===== src/rtl/core/sorted_timer_expiry_manager_defines.svh =====
// ----------------------------------------------------------------------------
// Sorted timer expiry manager: assertion macros
// Shared concurrent assertion forms for the timer queue.
// ----------------------------------------------------------------------------
`ifndef SORTED_TIMER_EXPIRY_MANAGER_DEFINES_SVH
`define SORTED_TIMER_EXPIRY_MANAGER_DEFINES_SVH

// Same-cycle implication, disabled during reset.
`define STEM_ASSERT_IMPLIES(label, clk, rst, ante, cons, msg) \
  label: assert property (@(posedge clk) disable iff (rst) (ante) |-> (cons)) \
    else $error(msg);

// Next-cycle implication, disabled during reset.
`define STEM_ASSERT_NEXT(label, clk, rst, ante, cons, msg) \
  label: assert property (@(posedge clk) disable iff (rst) (ante) |=> (cons)) \
    else $error(msg);

`endif


===== src/rtl/core/stem_pkg.sv =====
// ----------------------------------------------------------------------------
// Sorted timer expiry manager package
// Shared constants, cell operation codes and chain control/status types.
// ----------------------------------------------------------------------------
`default_nettype none

package stem_pkg;

  localparam int SLOT_BITS     = 4;
  localparam int NUM_IDS       = 1 << SLOT_BITS;
  localparam int SLOTS_DEF     = 16;
  localparam int TIME_BITS_DEF = 32;
  localparam int MAX_RESULTS   = 16;
  localparam int CNT_BITS      = $clog2(MAX_RESULTS + 1);

  typedef enum logic [2:0] {
    CELL_HOLD,
    CELL_INSERT,
    CELL_POP,
    CELL_FIND,
    CELL_SHIFT,
    CELL_MARK
  } cell_op_t;

  typedef struct packed {
    cell_op_t               op;
    logic [SLOT_BITS-1:0]   match_slot;
  } chain_ctl_t;

  typedef struct packed {
    logic                   head_due;
    logic [SLOT_BITS-1:0]   head_slot;
    logic                   next_due;
    logic                   last_kill;
  } chain_sts_t;

endpackage

`default_nettype wire


===== src/rtl/core/stem_cell.sv =====
// ----------------------------------------------------------------------------
// Timer queue cell
// Holds one entry of the sorted list and trades it with its neighbors.
// ----------------------------------------------------------------------------
`default_nettype none

module stem_cell #(
  parameter int TIME_BITS = stem_pkg::TIME_BITS_DEF
) (
  input  logic                           clk,
  input  logic                           rst,
  input  stem_pkg::chain_ctl_t           ctl,
  input  logic [TIME_BITS-1:0]           now,
  input  logic [stem_pkg::SLOT_BITS-1:0] new_slot,
  input  logic [TIME_BITS-1:0]           new_expiry,
  input  logic [TIME_BITS-1:0]           new_period,
  input  logic                           left_valid,
  input  logic                           left_due,
  input  logic                           left_lt,
  input  logic                           left_kill,
  input  logic [stem_pkg::SLOT_BITS-1:0] left_slot,
  input  logic [TIME_BITS-1:0]           left_expiry,
  input  logic [TIME_BITS-1:0]           left_period,
  input  logic                           right_valid,
  input  logic                           right_due,
  input  logic [stem_pkg::SLOT_BITS-1:0] right_slot,
  input  logic [TIME_BITS-1:0]           right_expiry,
  input  logic [TIME_BITS-1:0]           right_period,
  output logic                           valid,
  output logic                           due,
  output logic                           kill,
  output logic                           lt,
  output logic [stem_pkg::SLOT_BITS-1:0] slot,
  output logic [TIME_BITS-1:0]           expiry,
  output logic [TIME_BITS-1:0]           period
);
  import stem_pkg::*;

  logic take_new;
  logic take_left;
  logic take_right;

  // An empty cell counts as later than any new entry; equal keys keep their place.
  assign lt = !valid || (new_expiry < expiry);

  assign take_new   = (ctl.op == CELL_INSERT) && lt && !left_lt;
  assign take_left  = (ctl.op == CELL_INSERT) && lt && left_lt;
  assign take_right = (ctl.op == CELL_POP) || ((ctl.op == CELL_SHIFT) && kill);

  always_ff @(posedge clk) begin
    if (rst) begin
      valid <= 1'b0;
      due   <= 1'b0;
      kill  <= 1'b0;
    end else begin
      if (take_new) begin
        valid <= 1'b1;
        due   <= 1'b0;
      end else if (take_left) begin
        valid <= left_valid;
        due   <= left_due;
      end else if (take_right) begin
        valid <= right_valid;
        due   <= right_due;
      end
      case (ctl.op)
        CELL_FIND:  kill <= valid && (slot == ctl.match_slot);
        // pass the removal token one cell to the right
        CELL_SHIFT: kill <= kill ? 1'b0 : left_kill;
        CELL_MARK:  due  <= valid && (expiry <= now);
        default: ;
      endcase
    end
  end

  always_ff @(posedge clk) begin
    if (take_new) begin
      slot   <= new_slot;
      expiry <= new_expiry;
      period <= new_period;
    end else if (take_left) begin
      slot   <= left_slot;
      expiry <= left_expiry;
      period <= left_period;
    end else if (take_right) begin
      slot   <= right_slot;
      expiry <= right_expiry;
      period <= right_period;
    end
  end

endmodule

`default_nettype wire


===== src/rtl/core/stem_chain.sv =====
// ----------------------------------------------------------------------------
// Timer queue cell row
// Row of cells kept sorted by expiry; cell zero is the head of the list.
// ----------------------------------------------------------------------------
`default_nettype none

module stem_chain #(
  parameter int SLOTS     = stem_pkg::SLOTS_DEF,
  parameter int TIME_BITS = stem_pkg::TIME_BITS_DEF
) (
  input  logic                           clk,
  input  logic                           rst,
  input  stem_pkg::chain_ctl_t           ctl,
  input  logic [TIME_BITS-1:0]           now,
  input  logic [stem_pkg::SLOT_BITS-1:0] new_slot,
  input  logic [TIME_BITS-1:0]           new_expiry,
  input  logic [TIME_BITS-1:0]           new_period,
  output stem_pkg::chain_sts_t           sts,
  output logic [TIME_BITS-1:0]           head_period
);
  import stem_pkg::*;

  logic                 v   [SLOTS];
  logic                 d   [SLOTS];
  logic                 k   [SLOTS];
  logic                 l   [SLOTS];
  logic [SLOT_BITS-1:0] s   [SLOTS];
  logic [TIME_BITS-1:0] e   [SLOTS];
  logic [TIME_BITS-1:0] p   [SLOTS];

  for (genvar i = 0; i < SLOTS; i++) begin : g_cell
    logic                 lv, ld, llt, lk;
    logic [SLOT_BITS-1:0] ls;
    logic [TIME_BITS-1:0] le, lp;
    logic                 rv, rd;
    logic [SLOT_BITS-1:0] rs;
    logic [TIME_BITS-1:0] re, rp;

    if (i == 0) begin : g_first
      assign lv  = 1'b0;
      assign ld  = 1'b0;
      assign llt = 1'b0;
      assign lk  = 1'b0;
      assign ls  = '0;
      assign le  = '0;
      assign lp  = '0;
    end else begin : g_left
      assign lv  = v[i-1];
      assign ld  = d[i-1];
      assign llt = l[i-1];
      assign lk  = k[i-1];
      assign ls  = s[i-1];
      assign le  = e[i-1];
      assign lp  = p[i-1];
    end

    if (i == SLOTS - 1) begin : g_last
      assign rv = 1'b0;
      assign rd = 1'b0;
      assign rs = '0;
      assign re = '0;
      assign rp = '0;
    end else begin : g_right
      assign rv = v[i+1];
      assign rd = d[i+1];
      assign rs = s[i+1];
      assign re = e[i+1];
      assign rp = p[i+1];
    end

    stem_cell #(
      .TIME_BITS (TIME_BITS)
    ) u_cell (
      .clk          (clk),
      .rst          (rst),
      .ctl          (ctl),
      .now          (now),
      .new_slot     (new_slot),
      .new_expiry   (new_expiry),
      .new_period   (new_period),
      .left_valid   (lv),
      .left_due     (ld),
      .left_lt      (llt),
      .left_kill    (lk),
      .left_slot    (ls),
      .left_expiry  (le),
      .left_period  (lp),
      .right_valid  (rv),
      .right_due    (rd),
      .right_slot   (rs),
      .right_expiry (re),
      .right_period (rp),
      .valid        (v[i]),
      .due          (d[i]),
      .kill         (k[i]),
      .lt           (l[i]),
      .slot         (s[i]),
      .expiry       (e[i]),
      .period       (p[i])
    );
  end

  if (SLOTS > 1) begin : g_next
    assign sts.next_due = d[1];
  end else begin : g_single
    assign sts.next_due = 1'b0;
  end

  assign sts.head_due  = d[0];
  assign sts.head_slot = s[0];
  assign sts.last_kill = k[SLOTS-1];
  assign head_period   = p[0];

endmodule

`default_nettype wire


===== src/rtl/core/sorted_timer_expiry_manager.sv =====
// ----------------------------------------------------------------------------
// Sorted timer expiry manager
// Timer slots kept in a row of cells sorted by expiry, with one-shot and
// periodic arming, stop, query and tick-driven expiry reporting.
//
//   Channel  Dir  tdata bits (low first)                   tuser       tlast
//   s_axis   in   slot_id[3:0] duration_ms[35:4]           action[2:0] -
//                 now_ms[67:36], zero pad to 72
//   m_axis   out  slot_id_res[3:0] rearmed[4] is_active[5] kind        last
//                 zero pad to 8
//
// Arm of an idle slot: accept, then insert; query: accept, then answer once the
// output is free. Stop: accept, find, then shift until the removal token, which
// walks the cell row one cell per cycle, reaches the last cell; arm of an armed slot adds an insert.
// Tick: mark, then pop each due slot in order, with an insert after each periodic
// one; pops wait while the output is full.
// Synchronous reset clears all cell valid bits and active marks.
// ----------------------------------------------------------------------------
`default_nettype none
`include "sorted_timer_expiry_manager_defines.svh"

module sorted_timer_expiry_manager #(
  parameter int SLOTS     = stem_pkg::SLOTS_DEF,
  parameter int TIME_BITS = stem_pkg::TIME_BITS_DEF
) (
  input  logic        clk,
  input  logic        rst,
  input  logic        s_axis_tvalid,
  output logic        s_axis_tready,
  input  logic [71:0] s_axis_tdata,   // slot_id, duration_ms, now_ms, pad
  input  logic [2:0]  s_axis_tuser,   // action
  output logic        m_axis_tvalid,
  input  logic        m_axis_tready,
  output logic [7:0]  m_axis_tdata,   // slot_id_res, rearmed, is_active, pad
  output logic        m_axis_tuser,   // kind
  output logic        m_axis_tlast
);
  import stem_pkg::*;

  localparam int SLOT_LSB = 0;
  localparam int DUR_LSB  = SLOT_LSB + SLOT_BITS;
  localparam int NOW_LSB  = DUR_LSB + 32;

  localparam logic KIND_EXPIRY = 1'b0;
  localparam logic KIND_QUERY  = 1'b1;

  typedef enum logic [2:0] {
    ACT_ARM_ONCE = 3'd0,
    ACT_ARM_PER  = 3'd1,
    ACT_STOP     = 3'd2,
    ACT_TICK     = 3'd3,
    ACT_QUERY    = 3'd4
  } action_t;

  typedef enum logic [2:0] {
    S_IDLE,
    S_FIND,
    S_SHIFT,
    S_INSERT,
    S_MARK,
    S_POP,
    S_QRY
  } state_t;

  state_t               state;
  action_t              act;
  logic                 acc;
  logic [SLOT_BITS-1:0] in_slot;
  logic [TIME_BITS-1:0] in_dur;
  logic [TIME_BITS-1:0] in_now;
  logic                 slot_ok;

  logic [TIME_BITS-1:0] now_r;
  logic [SLOT_BITS-1:0] new_slot;
  logic [TIME_BITS-1:0] new_expiry;
  logic [TIME_BITS-1:0] new_period;
  logic                 ins_pend;
  logic                 in_tick;
  logic [CNT_BITS-1:0]  popped;
  logic [NUM_IDS-1:0]   active;

  logic                 out_valid;
  logic [SLOT_BITS-1:0] out_slot;
  logic                 out_kind;
  logic                 out_rearm;
  logic                 out_act;
  logic                 out_last;

  logic [TIME_BITS-1:0] add_a;
  logic [TIME_BITS-1:0] add_b;
  logic [TIME_BITS:0]   add_sum;
  logic [TIME_BITS-1:0] sat_sum;

  chain_ctl_t           ctl;
  chain_sts_t           sts;
  logic [TIME_BITS-1:0] head_period;
  logic                 out_free;
  logic                 out_load;
  logic                 popped_ok;
  logic                 pop_go;
  logic                 pop_last;
  logic                 head_rearm;

  assign act     = action_t'(s_axis_tuser);
  assign in_slot = s_axis_tdata[SLOT_LSB +: SLOT_BITS];
  assign in_dur  = TIME_BITS'(s_axis_tdata[DUR_LSB +: 32]);
  assign in_now  = TIME_BITS'(s_axis_tdata[NOW_LSB +: 32]);
  assign slot_ok = int'(in_slot) < SLOTS;

  assign s_axis_tready = (state == S_IDLE);
  assign acc           = s_axis_tvalid && s_axis_tready;

  // One saturating adder: arm expiry at accept, re-arm expiry on a periodic pop.
  assign add_a   = (state == S_IDLE) ? in_now : now_r;
  assign add_b   = (state == S_IDLE) ? in_dur : head_period;
  assign add_sum = {1'b0, add_a} + {1'b0, add_b};
  assign sat_sum = add_sum[TIME_BITS] ? '1 : add_sum[TIME_BITS-1:0];

  assign out_free   = !out_valid || m_axis_tready;
  assign popped_ok  = popped < CNT_BITS'(MAX_RESULTS);
  assign pop_go     = (state == S_POP) && sts.head_due && popped_ok && out_free;
  assign out_load   = pop_go || ((state == S_QRY) && out_free);
  assign head_rearm = (head_period != '0);
  assign pop_last   = !(sts.next_due &&
                        ((popped + CNT_BITS'(1)) < CNT_BITS'(MAX_RESULTS)));

  always_comb begin
    ctl.match_slot = new_slot;
    case (state)
      S_FIND:   ctl.op = CELL_FIND;
      S_SHIFT:  ctl.op = CELL_SHIFT;
      S_INSERT: ctl.op = CELL_INSERT;
      S_MARK:   ctl.op = CELL_MARK;
      S_POP:    ctl.op = pop_go ? CELL_POP : CELL_HOLD;
      default:  ctl.op = CELL_HOLD;
    endcase
  end

  stem_chain #(
    .SLOTS     (SLOTS),
    .TIME_BITS (TIME_BITS)
  ) u_chain (
    .clk         (clk),
    .rst         (rst),
    .ctl         (ctl),
    .now         (now_r),
    .new_slot    (new_slot),
    .new_expiry  (new_expiry),
    .new_period  (new_period),
    .sts         (sts),
    .head_period (head_period)
  );

  always_ff @(posedge clk) begin
    if (rst) begin
      state     <= S_IDLE;
      active    <= '0;
      out_valid <= 1'b0;
      ins_pend  <= 1'b0;
      in_tick   <= 1'b0;
      popped    <= '0;
    end else begin
      // drop the result once taken, unless a new one replaces it
      if (out_valid && m_axis_tready && !out_load) begin
        out_valid <= 1'b0;
      end
      case (state)
        S_IDLE: begin
          if (acc) begin
            now_r      <= in_now;
            new_slot   <= in_slot;
            new_expiry <= sat_sum;
            new_period <= (act == ACT_ARM_PER) ? in_dur : '0;
            case (act)
              ACT_ARM_ONCE, ACT_ARM_PER: begin
                if (slot_ok) begin
                  active[in_slot] <= 1'b1;
                  ins_pend        <= 1'b1;
                  in_tick         <= 1'b0;
                  state           <= active[in_slot] ? S_FIND : S_INSERT;
                end
              end
              ACT_STOP: begin
                if (slot_ok && active[in_slot]) begin
                  active[in_slot] <= 1'b0;
                  ins_pend        <= 1'b0;
                  state           <= S_FIND;
                end
              end
              ACT_TICK: begin
                in_tick <= 1'b1;
                state   <= S_MARK;
              end
              ACT_QUERY: state <= S_QRY;
              default: ;
            endcase
          end
        end
        S_FIND: state <= S_SHIFT;
        S_SHIFT: begin
          if (sts.last_kill) begin
            state <= ins_pend ? S_INSERT : S_IDLE;
          end
        end
        S_INSERT: state <= in_tick ? S_POP : S_IDLE;
        S_MARK: begin
          popped <= '0;
          state  <= S_POP;
        end
        S_POP: begin
          if (!sts.head_due || !popped_ok) begin
            state <= S_IDLE;
          end else if (out_free) begin
            out_valid  <= 1'b1;
            out_slot   <= sts.head_slot;
            out_kind   <= KIND_EXPIRY;
            out_rearm  <= head_rearm;
            out_act    <= head_rearm;
            out_last   <= pop_last;
            popped     <= popped + CNT_BITS'(1);
            new_slot   <= sts.head_slot;
            new_expiry <= sat_sum;
            new_period <= head_period;
            if (head_rearm) begin
              state <= S_INSERT;
            end else begin
              active[sts.head_slot] <= 1'b0;
              if (pop_last) begin
                state <= S_IDLE;
              end
            end
          end
        end
        S_QRY: begin
          if (out_free) begin
            out_valid <= 1'b1;
            out_slot  <= new_slot;
            out_kind  <= KIND_QUERY;
            out_rearm <= 1'b0;
            out_act   <= active[new_slot];
            out_last  <= 1'b1;
            state     <= S_IDLE;
          end
        end
        default: state <= S_IDLE;
      endcase
    end
  end

  assign m_axis_tvalid = out_valid;
  assign m_axis_tdata  = {2'b00, out_act, out_rearm, out_slot};
  assign m_axis_tuser  = out_kind;
  assign m_axis_tlast  = out_last;

  `STEM_ASSERT_NEXT(a_pop_emits, clk, rst, pop_go, m_axis_tvalid,
    "pop without result")
  `STEM_ASSERT_IMPLIES(a_query_last, clk, rst,
    m_axis_tvalid && (m_axis_tuser == KIND_QUERY),
    m_axis_tlast && !m_axis_tdata[4], "query answer not single")
  `STEM_ASSERT_IMPLIES(a_stop_cleared, clk, rst, (state == S_SHIFT) && !ins_pend,
    !active[new_slot], "stopped slot still active")
  `STEM_ASSERT_IMPLIES(a_pop_bound, clk, rst, state == S_POP,
    popped <= CNT_BITS'(MAX_RESULTS), "too many results in one tick")

endmodule

`default_nettype wire


===== config.mk =====
export PLATFORM = sky130hd
export DESIGN_NAME = sorted_timer_expiry_manager
export DESIGN_NICKNAME = d
export VERILOG_FILES = /design/src/rtl/core/stem_pkg.sv /design/src/rtl/core/stem_cell.sv /design/src/rtl/core/stem_chain.sv /design/src/rtl/core/sorted_timer_expiry_manager.sv
export VERILOG_INCLUDE_DIRS = /design/src /design/src/rtl/core
export SDC_FILE = /design/constraint.sdc
export NUM_CORES = 2
export LEC_CHECK = 0
export BUFFER_PORTS_ARGS = -buffer_cell sky130_fd_sc_hd__buf_2
export CAP_MARGIN = 0
export CORE_AREA = 2 2 508 510
export CTS_CLUSTER_DIAMETER = 200
export DETAILED_ROUTE_END_ITERATION = 10
export DIE_AREA = 0 0 510 512
export HOLD_SLACK_MARGIN = 0.05
export PLACE_DENSITY = 0.54
export SETUP_SLACK_MARGIN = 0.1
export SYNTH_ARGS = -nofsm -noshare
export SYNTH_HDL_FRONTEND = slang
export SYNTH_SLANG_ARGS = --single-unit

===== constraint.sdc =====
create_clock -name clk -period 7.6 [get_ports clk]
set_clock_uncertainty 0.15 [all_clocks]
set_input_delay 0.38 -clock clk [delete_from_list [all_inputs] [get_ports clk]]
set_output_delay 0.38 -clock clk [all_outputs]
set_load 0.05 [all_outputs]

Word-level counts from Yosys, hierarchy flattened:

Index checks and enable logic that the tools add are counted.

* bits in read-only memories: 0
* memories: 0
* logic and storage cells: 776
* register bits: 1271
* bits in latches: 0
* output and inout bits: 12
* bits in writable memories: 0
* input port bits: 79

* muxes and demuxes: 350
* multiply operators: 0
* reduce and logical (&&, ||, !) cells: 225
* bitwise gates (word level): 6
* eq/ne operators: 43
* div/mod/pow operators: 0
* $add $sub $neg: 2
* order comparisons: 39
* shift operators: 0

Operators with widths (number)
* 32-bit 2-to-1 mux: 103
* 32-bit less-or-equal comparator: 16
* 32-bit less-than comparator: 16
* 4-bit 2-to-1 mux: 51
* 1-bit 2-to-1 mux: 140
* 32-bit case mux with 2 select lines: 2
* 1-bit logical AND: 104
* 16-bit 2-to-1 mux: 5
* 4-bit equality test: 16
* 16-bit case mux with 2 select lines: 2
* 4-bit nonzero test: 15
* 3-bit nonzero test: 16
* 1-bit case mux with 2 select lines: 23
* 1-bit zero test: 36
* 1-bit logical OR: 35
* 32-bit by 32-bit adder with 33-bit output: 1
* 16-bit AND: 2
* 16-bit NOT: 2
* 32-bit nonzero test: 1
* 3-bit 2-to-1 mux: 9
* 3-bit case mux with 7 select lines: 1
* 3-bit by 2-bit equality test with 1-bit output (second input constant): 6
* 3-bit equality test (second input constant): 6
* 16-bit OR: 1
* other kinds (28): 56

Depth between registers and ports, before layout:

* depth in word-level cells: 13
* depth in mapped cells: 20
* depth with buffers taken out: 15

Modules after synthesis:

A second synthesis with hierarchy kept.

* cells, all modules: 10021
* area, all modules: 95332.7 µm²

By module, submodules not included
* stem_cell (u_chain.g_cell[0].u_cell ...): cells an instance 579, sequential area each 2102.0 µm², times used 15, area each 5450.2 µm²
* sorted_timer_expiry_manager: cells an instance 765, sequential area each 3783.6 µm², times used 1, area each 8114.0 µm²
* stem_cell (u_chain.g_cell[13].u_cell): cells an instance 568, sequential area each 2102.0 µm², times used 1, area each 5446.5 µm²
* stem_chain: cells an instance 3, sequential area each 0.0 µm², times used 1, area each 18.8 µm²

Least setup slack after synthesis:

No wires, ideal clock.

* kind: reg2reg
* from: register new_expiry[25]
* to: register u_chain.g_cell[13].u_cell.expiry[0] (enable)
* path buffers: 3
* cell stages (with the launch flop): 12
* setup slack: 2.638 ns
* clock period less this slack: 4.962 ns
* arrival: 4.385 ns
* required time: 7.022 ns
* setup time: 0.428 ns
* path through: edfxtp_1 > ha_1 > a21o_1 > a21o_1 > a211oi_1 > o21ai_0 > a2111oi_1 > o21ai_0 > clkbuf_1 > clkbuf_1 > buf_2 > nand2_1

* longest elaborated chain between the ends: 5
* elaborated cells on any way between the ends: 9
* classes of those cells: order compare: 2; reduce/logical: 7

RTL lines
* start, declared: RTL line sorted_timer_expiry_manager.sv:75 `logic [TIME_BITS-1:0] new_expiry;`
* start signal, assigned: RTL line sorted_timer_expiry_manager.sv:172 `new_expiry <= sat_sum;`
* start signal, assigned: RTL line sorted_timer_expiry_manager.sv:222 `new_expiry <= sat_sum;`
* 32-bit less-than comparator: RTL line stem_cell.sv:44 `assign lt = !valid || (new_expiry < expiry);`
* 1-bit logical OR: RTL line stem_cell.sv:44
* 1-bit logical AND / 1-bit zero test (equally long branches): RTL line stem_cell.sv:46, stem_cell.sv:47
* 1-bit logical AND, on equally long branches: RTL line stem_cell.sv:46, stem_cell.sv:47
* 3-bit nonzero test (no source line) *
* end signal, assigned: RTL line stem_cell.sv:79 `expiry <= new_expiry;`
* end signal, assigned: RTL line stem_cell.sv:83 `expiry <= left_expiry;`
* end signal, assigned: RTL line stem_cell.sv:87 `expiry <= right_expiry;`
* end, declared: RTL line stem_cell.sv:34 `output logic [TIME_BITS-1:0] expiry,`

Mark *: on every way between the ends. The rest lies on a longest branch, timed or not.
A chain may end at the register's enable or synchronous reset.

Final worst setup path:

* from: register new_expiry[10]
* to: register u_chain.g_cell[9].u_cell.period[16] (enable)

* longest elaborated chain between the ends: 5
* elaborated cells on any way between the ends: 9
* classes of those cells: order compare: 2; reduce/logical: 7

RTL lines
* 32-bit less-than comparator: RTL line stem_cell.sv:44
* 1-bit logical OR: RTL line stem_cell.sv:44
* 1-bit logical AND / 1-bit zero test (equally long branches): RTL line stem_cell.sv:46, stem_cell.sv:47
* 1-bit logical AND, on equally long branches: RTL line stem_cell.sv:46, stem_cell.sv:47
* 3-bit nonzero test (no source line) *
* end signal, assigned: RTL line stem_cell.sv:80 `period <= new_period;`
* end signal, assigned: RTL line stem_cell.sv:84 `period <= left_period;`
* end signal, assigned: RTL line stem_cell.sv:88 `period <= right_period;`
* end, declared: RTL line stem_cell.sv:35 `output logic [TIME_BITS-1:0] period`

Marks and branches as above.

==> key figures <==
Power
  – Logic pwr share: 39.1%
  – Clock share of power: 26.5%
  – PD cells: 286 nW/µm²
  – Sw power: 0.0116 W
  – Pleak: 43.8 nW
  – Switching share of power: 40.8%
  – Int Pwr: 0.0169 W
  – Reg power frac: 34.4%
  – Max VDD drop: 0.187 mV

Synthesis
  – Dominant cells by area after synthesis: edfxtp_1, ha_1, mux2i_1, o21ai_0, nand2_1
  – FF+latch count, synth: 1271
  – EDFF count, synth: 1196
  – Sequential area share after synthesis: 41.9%
  – Syn_area_per_cell: 9.83 µm²
  – Top FF cell, synth: edfxtp_1
  – Synthesis Warnings: 0
  – Top post-synthesis cells by count: edfxtp_1, nand2_1, ha_1
  – Most common cell in the synthesized netlist: edfxtp_1
  – Post-synthesis cell type count: 89
  – Synth top area share: 40.2%
  – Synth area leader: edfxtp_1
  – Post-Syn Instances: 9076
  – Mapped Area: 89200 µm²
  – Synth async-reset ratio: 0%

STA
  – Worst hold slack: 0.129 ns
  – Final period util: 75.6%
  – Pins Over Slew Limit: 0
  – Max frequency: 0.174 GHz
  – Worst slew pin tran: 1.38 ns
  – Count of final setup violators: 0
  – RSZ-0062 raised after global routing: false
  – Min Tclk post-route: 5.75 ns
  – Final hold vios: 0
  – Sum Neg Setup Slack: 0 ns
  – Max-slew headroom: 7.58%

Clock tree
  – Root Driver: clkbuf_16
  – Post-cts resize count: 0
  – CTS sink count: 1271
  – Clk_lat worst skew: 0.85 ns
  – CTS Buf Count: 158
  – CTS tree: yes
  – Depth of the CTS H-tree: 4
  – Clk pin slew, worst setup/hold paths: 0.06 ns
  – Clk buf depth: 3

Worst setup path
  – Critical path launch point type: register
  – Worst Path Max Fanout: 35
  – WP data required: 7.92 ns
  – Crit path DAT: 6.07 ns
  – Worst Setup End Kind: register
  – Kind of critical path: reg2reg

Detailed routing
  – Number of DRC markers in iteration 0: 6039
  – Routed WL per cell: 24.3 µm
  – Drt pass-1 iters: 7
  – Antenna violation net count after detailed routing: 0
  – Total Wirelength: 305000 µm
  – Residual DRC: 0
  – DR vias/cell: 5.66
  – Vias: 71.2k

Global route
  – GR Overflow Total: 0
  – GRT Util Overall: 22.8%
  – Largest net degree at the start of global routing: 141
  – First-pass GRT wire length: 455000 µm
  – Initial antenna violation count: 13
  – Number of global-route vias before repair: 72.2k

Floorplan
  – Core area: 256000 µm²
  – Initial Utilization: 34.9%
  – Die ar.: 261000 µm²
  – IO Pins: 91
  – Die Ht: 512 µm
  – Die width: 510 µm
  – Cell row count: 186

Job
  – Max Cap Violations: 0

Placed design
  – # port buffers: 84
  – Dpl hpwl: 221000 µm
  – Placer Congestion: 0.926

Layout
  – Layout cells sized above 1: 6.71%
  – Nets@finish: 10.2k
  – P&R area growth vs syn: 11.6%

Status
  – Status: finished, final reports clean

Worst hold path
  – Min-Delay Path Class: in2reg
## metal layers
metal	vias to the layer above	part of all wire (%)	global-route usage, %
met5	-	0.011	0
met4	6	4.1	8.80
met3	532	5.1	2.65
met2	2148	45	36.1
met1	35200	46	31.7
li1	33400	-	-
## layout make-up
class | count | area (µm²)
Clock inverter | 83 | 852
Clock buffer | 206 | 4210
Antenna cell | 3 | 7.51
Sequential cell | 1271 | 37400
Timing Repair Buffer | 353 | 2820
Inverter | 573 | 2150
Multi-Input combinational cell | 6710 | 47900
Fill cell | 25100 | 156000
Tap cell | 3384 | 4230
## through the flow
step	cells	worst slack (ns)	power (W)	utilization [%]	instance area (µm²)
after floorplan	9077	2.64	0.0167	-	89200
after global placement	12200	1.84	0.0206	36.6	93700
after detailed placement	12200	1.84	0.0209	36.6	93700
after CTS	12600	1.86	0.0285	38.9	99600
after global routing	12600	1.69	0.0301	38.9	99600
final	12600	1.85	0.0285	38.9	99600
## kinds of logic (layout without fill, tap and decap cells)
family	Yosys count	count (layout)	share of synthesized area [%]
XOR/XNOR	86	86	0.844
flip-flops	1271	1271	41.9
other	1	5	0.00420
adder cells (fa/ha/maj)	1042	1042	14.6
AO/OA/AOI/OAI	2312	2312	14.8
AND/OR/NAND/NOR	2205	2205	10.8
buffers and inverters	1096	1215	4.89
multiplexers	1063	1063	12.1
## worst paths after layout
check / from / to / slack (ns) / cells past startpoint
max: new_expiry[10]$_SDFFCE_PP1P_ / u_chain.g_cell[9].u_cell.period[16]$_DFFE_PP_ / 1.85 / 10
min: s_axis_tvalid / new_slot[1]$_DFFE_PP_ / 0.13 / 3
max reg2reg: new_expiry[10]$_SDFFCE_PP1P_ / u_chain.g_cell[9].u_cell.period[16]$_DFFE_PP_ / 1.85 / 10
min reg2reg: popped[1]$_SDFFE_PP0P_ / popped[1]$_SDFFE_PP0P_ / 0.34 / 2
## power groups by stage
stage	registers (W)	logic (W)	clock network, W
2_1_floorplan	0.00965	0.00706	0
3_3_place_gp	0.00988	0.0107	0
3_5_place_dp	0.00991	0.0110	0
4_1_cts	0.00976	0.0111	0.00767
5_1_grt	0.00987	0.0124	0.00790
6_report	0.00980	0.0111	0.00753
## sequential cells by signal, summed over array words and instances, names as in the netlist, 16 cells and up, named ones only
signal / flops
new_expiry: 32
new_period: 32
now_r: 32
u_chain.g_cell.u_cell.due: 16
u_chain.g_cell.u_cell.expiry: 512
u_chain.g_cell.u_cell.kill: 16
u_chain.g_cell.u_cell.period: 512
u_chain.g_cell.u_cell.slot: 64
u_chain.g_cell.u_cell.valid: 16
## layout by cell type, fill, tap and decap left out, types with 47 or more instances in the layout
master,count
edfxtp_1,1196
nand2_1,1059
ha_1,1041
mux2i_1,1007
o21ai_0,951
a21oi_1,760
inv_1,572
nor2_1,555
buf_4,177
a21o_1,168
nand4_1,163
clkbuf_16,160
nand3_1,85
buf_2,83
nor3_1,81
dlygate4sd3_1,79
dfxtp_1,75
xor2_1,74
a211oi_1,63
o211ai_1,49
nor2b_1,48
mux2_2,47
## repair_timing
action	4_1_cts	5_1_grt
endpoints found under the setup margin	0	0
hold buffers	79	0
buffers inserted	0	0
endpoints found under the hold margin	101	0
## critical path: stages, from the launching register on
cell and delay (ns):
edfxtp_1 0.84, buf_4 0.39, ha_1 0.29, o21ai_0 0.17, o21ai_0 0.10, a221oi_1 0.42, a31oi_1 0.33, o31ai_4 0.37
nand2_2 0.64, nand2_4 0.88, buf_4 0.64
No activity file was read; power rests on OpenSTA's default activity.
